File: src/sv/clmsq_mul.sv
// Pipelined unsigned multiplier, one 32 by 32 partial product per stage.
// Carries a valid bit and a sideband word; uses no package.
`timescale 1ns / 1ps
`default_nettype none

module clmsq_mul #(
  parameter int unsigned WA = 32,
  parameter int unsigned WB = 32,
  parameter int unsigned WS = 1
) (
  input  logic             clk,
  input  logic             rst,
  input  logic             en,
  input  logic             in_valid,
  input  logic [WA-1:0]    a,
  input  logic [WB-1:0]    b,
  input  logic [WS-1:0]    side_in,
  output logic             out_valid,
  output logic [WA+WB-1:0] p,
  output logic [WS-1:0]    side_out
);

  localparam int unsigned NA  = (WA + 31) / 32;
  localparam int unsigned NB  = (WB + 31) / 32;
  localparam int unsigned NS  = NA * NB;
  localparam int unsigned WAP = NA * 32;
  localparam int unsigned WBP = NB * 32;
  localparam int unsigned WP  = WAP + WBP;

  logic            vld   [NS];
  logic [WAP-1:0]  a_r   [NS];
  logic [WBP-1:0]  b_r   [NS];
  logic [WS-1:0]   s_r   [NS];
  logic [WP-1:0]   acc_r [NS];

  genvar k;
  generate
    for (k = 0; k < NS; k++) begin : g_st
      localparam int unsigned I = k % NA;
      localparam int unsigned J = k / NA;
      logic           v_prev;
      logic [WAP-1:0] a_prev;
      logic [WBP-1:0] b_prev;
      logic [WS-1:0]  s_prev;
      logic [WP-1:0]  acc_prev;
      logic [63:0]    pp;

      if (k == 0) begin : g_first
        assign v_prev   = in_valid;
        assign a_prev   = WAP'(a);
        assign b_prev   = WBP'(b);
        assign s_prev   = side_in;
        assign acc_prev = '0;
      end else begin : g_next
        assign v_prev   = vld[k-1];
        assign a_prev   = a_r[k-1];
        assign b_prev   = b_r[k-1];
        assign s_prev   = s_r[k-1];
        assign acc_prev = acc_r[k-1];
      end

      assign pp = 64'(a_prev[32*I +: 32]) * 64'(b_prev[32*J +: 32]);

      always_ff @(posedge clk) begin
        if (rst) begin
          vld[k] <= 1'b0;
        end else if (en) begin
          vld[k] <= v_prev;
        end
      end

      always_ff @(posedge clk) begin
        if (en) begin
          a_r[k]   <= a_prev;
          b_r[k]   <= b_prev;
          s_r[k]   <= s_prev;
          acc_r[k] <= acc_prev + (WP'(pp) << (32 * (I + J)));
        end
      end
    end
  endgenerate

  assign out_valid = vld[NS-1];
  assign p         = acc_r[NS-1][WA+WB-1:0];
  assign side_out  = s_r[NS-1];

endmodule

`default_nettype wire

File: config.mk
export PLATFORM = sky130hd
export DESIGN_NAME = clmsq_mul
export DESIGN_NICKNAME = d
export VERILOG_FILES = /design/src/sv/clmsq_mul.sv
export SDC_FILE = /design/constraint.sdc
export NUM_CORES = 2
export LEC_CHECK = 0
export BUFFER_PORTS_ARGS = -buffer_cell sky130_fd_sc_hd__buf_2
export CAP_MARGIN = 40
export CORE_AREA = 2 2 301 303
export CTS_BUF_LIST = sky130_fd_sc_hd__clkbuf_16
export DETAILED_ROUTE_END_ITERATION = 16
export DIE_AREA = 0 0 303 305
export HOLD_SLACK_MARGIN = 0.06
export PLACE_DENSITY = 0.64
export SYNTH_ARGS = -nofsm -noshare
export SYNTH_HDL_FRONTEND = slang
export SYNTH_SLANG_ARGS = --single-unit
File: constraint.sdc
create_clock -name clk -period 24.5 [get_ports clk]
set_input_delay 3.675 -clock clk [delete_from_list [all_inputs] [get_ports clk]]
set_output_delay 3.675 -clock clk [all_outputs]
set_load 0.01 [all_outputs]
==> flow_summary.ini <==
[grt]
grt_max_degree = 61
grt_pass1_vias = 27600
gr-total-overflow = 0
grtUsageTotal = 0.212
antenna_found_initial = 2
grt_pass1_wl_um = 151000

[placement]
portBuffers = 134
dp.cells = 4849
place.gp.congestion = 0.890
hpwlAfterDp_um = 75200

[clock_tree]
cts_tree = done
cts_buffer_depth = 2
post-cts-setup-buffer-count = 0
clkTransAtPathRegs_ps = 60
cts_resized = 0
cts_root_buf = clkbuf_16
ctsHoldBuffers = 0
cts.htree.levels = 3
cts-buffers-inserted = 9
clock-sinks = 66

[worst_hold_path]
min_to = s_r[0]$_DFFE_PP_
hold_depth = 1
hold_path_class = primary input to flip-flop
hp-start = side_in

[sta]
fin_crit_ps = 11390
timing.fmax_mhz = 87.8
rsz0062_at_grt = no
hold_violations = 0
slew_headroom = 0.422
min_period_over_period = 0.465
fin_setup_tns_ps = 0
hold_ws_ps = 3500
setup_violations = 0
report.final.slew_viol_count = 0
worst_slew_pin_slew_ps = 867

[critical_path]
critPathMaxFanout = 32
cp.arrival_ps = 11500
crit_type = primary input to flip-flop
worstSetupStartpointType = primary input
worst_setup_path_end_kind = flip-flop
required_ps = 24610

[detailed_routing]
wl_per_cell_um = 19.1
drc_errors = 8
via_per_inst = 5.07
drt-pass1-iter-count = 11
vias = 24700
ant_nets = 0
initialDrtViolationCount = 1434
wl_um = 93000

[synthesis]
yosysWarnings = 0
syn_area_um2 = 35300
syn_nets = 4990
synth_edf_count = 66
ys_async_sr_fraction = 0
synth_cell_types = 56
ys_ff_latch = 66
synth_area_per_cell_um2 = 9.40
ys.flop_type = edfxtp_1
ys_seq_area_frac = 0.0561
synth_cells = 3762

[layout]
area_delta_synth_final_pct = 4.53
num_antenna_cells = 0
multiInputGateArea_um2 = 29300
fillers = 8816
instances_no_fill = 4865
final_util = 0.414
fin_nets = 4912
drive_above_1_share = 0.0447
regArea_um2 = 1980

[floorplan]
rows = 110
die_x_um = 303
die_h_um = 305
num_io_pins = 135
initial_core_util = 0.396
coreArea_um2 = 89300
die-area_um2 = 92400

[status]
violations = design-rule violations
status = finished, violations left

[run]
maxCapViolCount = 0
-- flip-flops by register name, summed over array words and instances, names as in the netlist --
name,flops
acc_r,64
s_r,1
vld,1
-- layout make-up --
| class | count | area share |
|---|---|---|
| Clock inverter | 7 | 0.00190 |
| Timing Repair Buffer | 138 | 0.0190 |
| Clock buffer | 9 | 0.00610 |
| Inverter | 863 | 0.0877 |
| Multi-Input combinational cell | 2606 | 0.792 |
| Sequential cell | 66 | 0.0536 |
| Tap cell | 1176 | 0.0398 |
-- how the worst max path moves through the flow --
stage,start,to,slack (ps),cells past startpoint
floorplan,a[25],acc_r[0][62]$_DFFE_PP_,13950,25
finish,a[27],acc_r[0][62]$_DFFE_PP_,13110,22
global placement,a[28],acc_r[0][62]$_DFFE_PP_,12870,22
global route,a[26],acc_r[0][62]$_DFFE_PP_,12750,25
CTS,a[27],acc_r[0][62]$_DFFE_PP_,13180,22
detailed placement,a[27],acc_r[0][62]$_DFFE_PP_,12780,22
-- Yosys cell counts (3+ instances only) --
master,count,area (µm²)
a211oi_1,4,30.0
a21boi_0,3,22.5
a21o_1,37,278
a21oi_1,68,340
a221o_1,4,40.0
a311oi_1,3,26.3
a31oi_1,11,68.8
and2_1,603,3770
and3_1,14,87.6
and3b_1,3,26.3
and4_1,4,35.0
buf_2,9,45.0
clkbuf_1,215,807
edfxtp_1,66,1980
fa_1,896,17900
ha_1,263,3290
inv_1,863,3240
nand2_1,478,1790
nand3_1,12,60.1
nand4_1,24,150
nor2_1,21,78.8
nor3_1,5,25.0
o211ai_1,3,22.5
o21a_1,8,60.1
o21ai_0,28,140
o21bai_1,10,75.1
o221ai_1,3,26.3
or2_2,4,25.0
or3_1,5,31.3
or4_1,3,22.5
xnor2_1,33,289
xor2_1,26,228
-- cell usage in the layout (no fill, tap or decap), types with 5 or more instances in the layout --
master / Yosys / routed
inv_1: 863 / 864
o21ai_0: 28 / 28
a31oi_1: 11 / 11
nor2_1: 21 / 21
clkbuf_16: 0 / 9
and3_1: 14 / 14
nor3_1: 5 / 5
buf_2: 9 / 134
or3_1: 5 / 5
xnor2_1: 33 / 33
a21o_1: 37 / 37
a21oi_1: 68 / 68
ha_1: 263 / 263
edfxtp_1: 66 / 66
fa_1: 896 / 896
xor2_1: 26 / 26
and2_1: 603 / 603
o21bai_1: 10 / 10
nand3_1: 12 / 12
o21a_1: 8 / 8
nand2_1: 478 / 478
nand4_1: 24 / 24
-- worst max-delay path, stage by stage --
cell	delay, ps
buf_2	640
nand2_1	170
fa_1	520
fa_1	540
fa_1	510
fa_1	510
inv_1	50
fa_1	650
fa_1	470
fa_1	500
inv_1	50
fa_1	470
inv_1	40
ha_1	420
nand2_1	140
or4_1	510
or3_1	380
a31oi_1	560
a31o_2	290
a211oi_1	110
o21ai_1	180
xor2_1	80
-- cells by family (layout without fill, tap and decap cells) --
family / after synthesis / in the layout / synth area share
AND/OR/NAND/NOR: 1182 / 1182 / 0.174
flip-flops: 66 / 66 / 0.0561
AO/OA/AOI/OAI: 205 / 205 / 0.0384
XOR/XNOR: 59 / 59 / 0.0146
multiplexers: 1 / 1 / 0.000283
adder cells (fa/ha/maj): 1159 / 1159 / 0.601
buffers and inverters: 1090 / 1017 / 0.116
-- stage by stage --
stage,setup slack (ps),instance area [µm²]
3_5_place_dp,12780,36700
3_3_place_gp,12870,36700
6_report,13110,36900
4_1_cts,13180,36900
2_1_floorplan,13950,35300
5_1_grt,12750,36900
-- layer usage --
| layer | up-vias | GRT usage | wire [µm] |
|---|---|---|---|
| met5 | - | 0 | 20 |
| met4 | 4 | 0.0779 | 3970 |
| met3 | 183 | 0.0275 | 4000 |
| met2 | 661 | 0.385 | 49400 |
| met1 | 13000 | 0.254 | 35600 |
| li1 | 10800 | - | - |
Power is not shown: default switching activity piles up to over one toggle a cycle in this logic, so the estimate is an artifact.
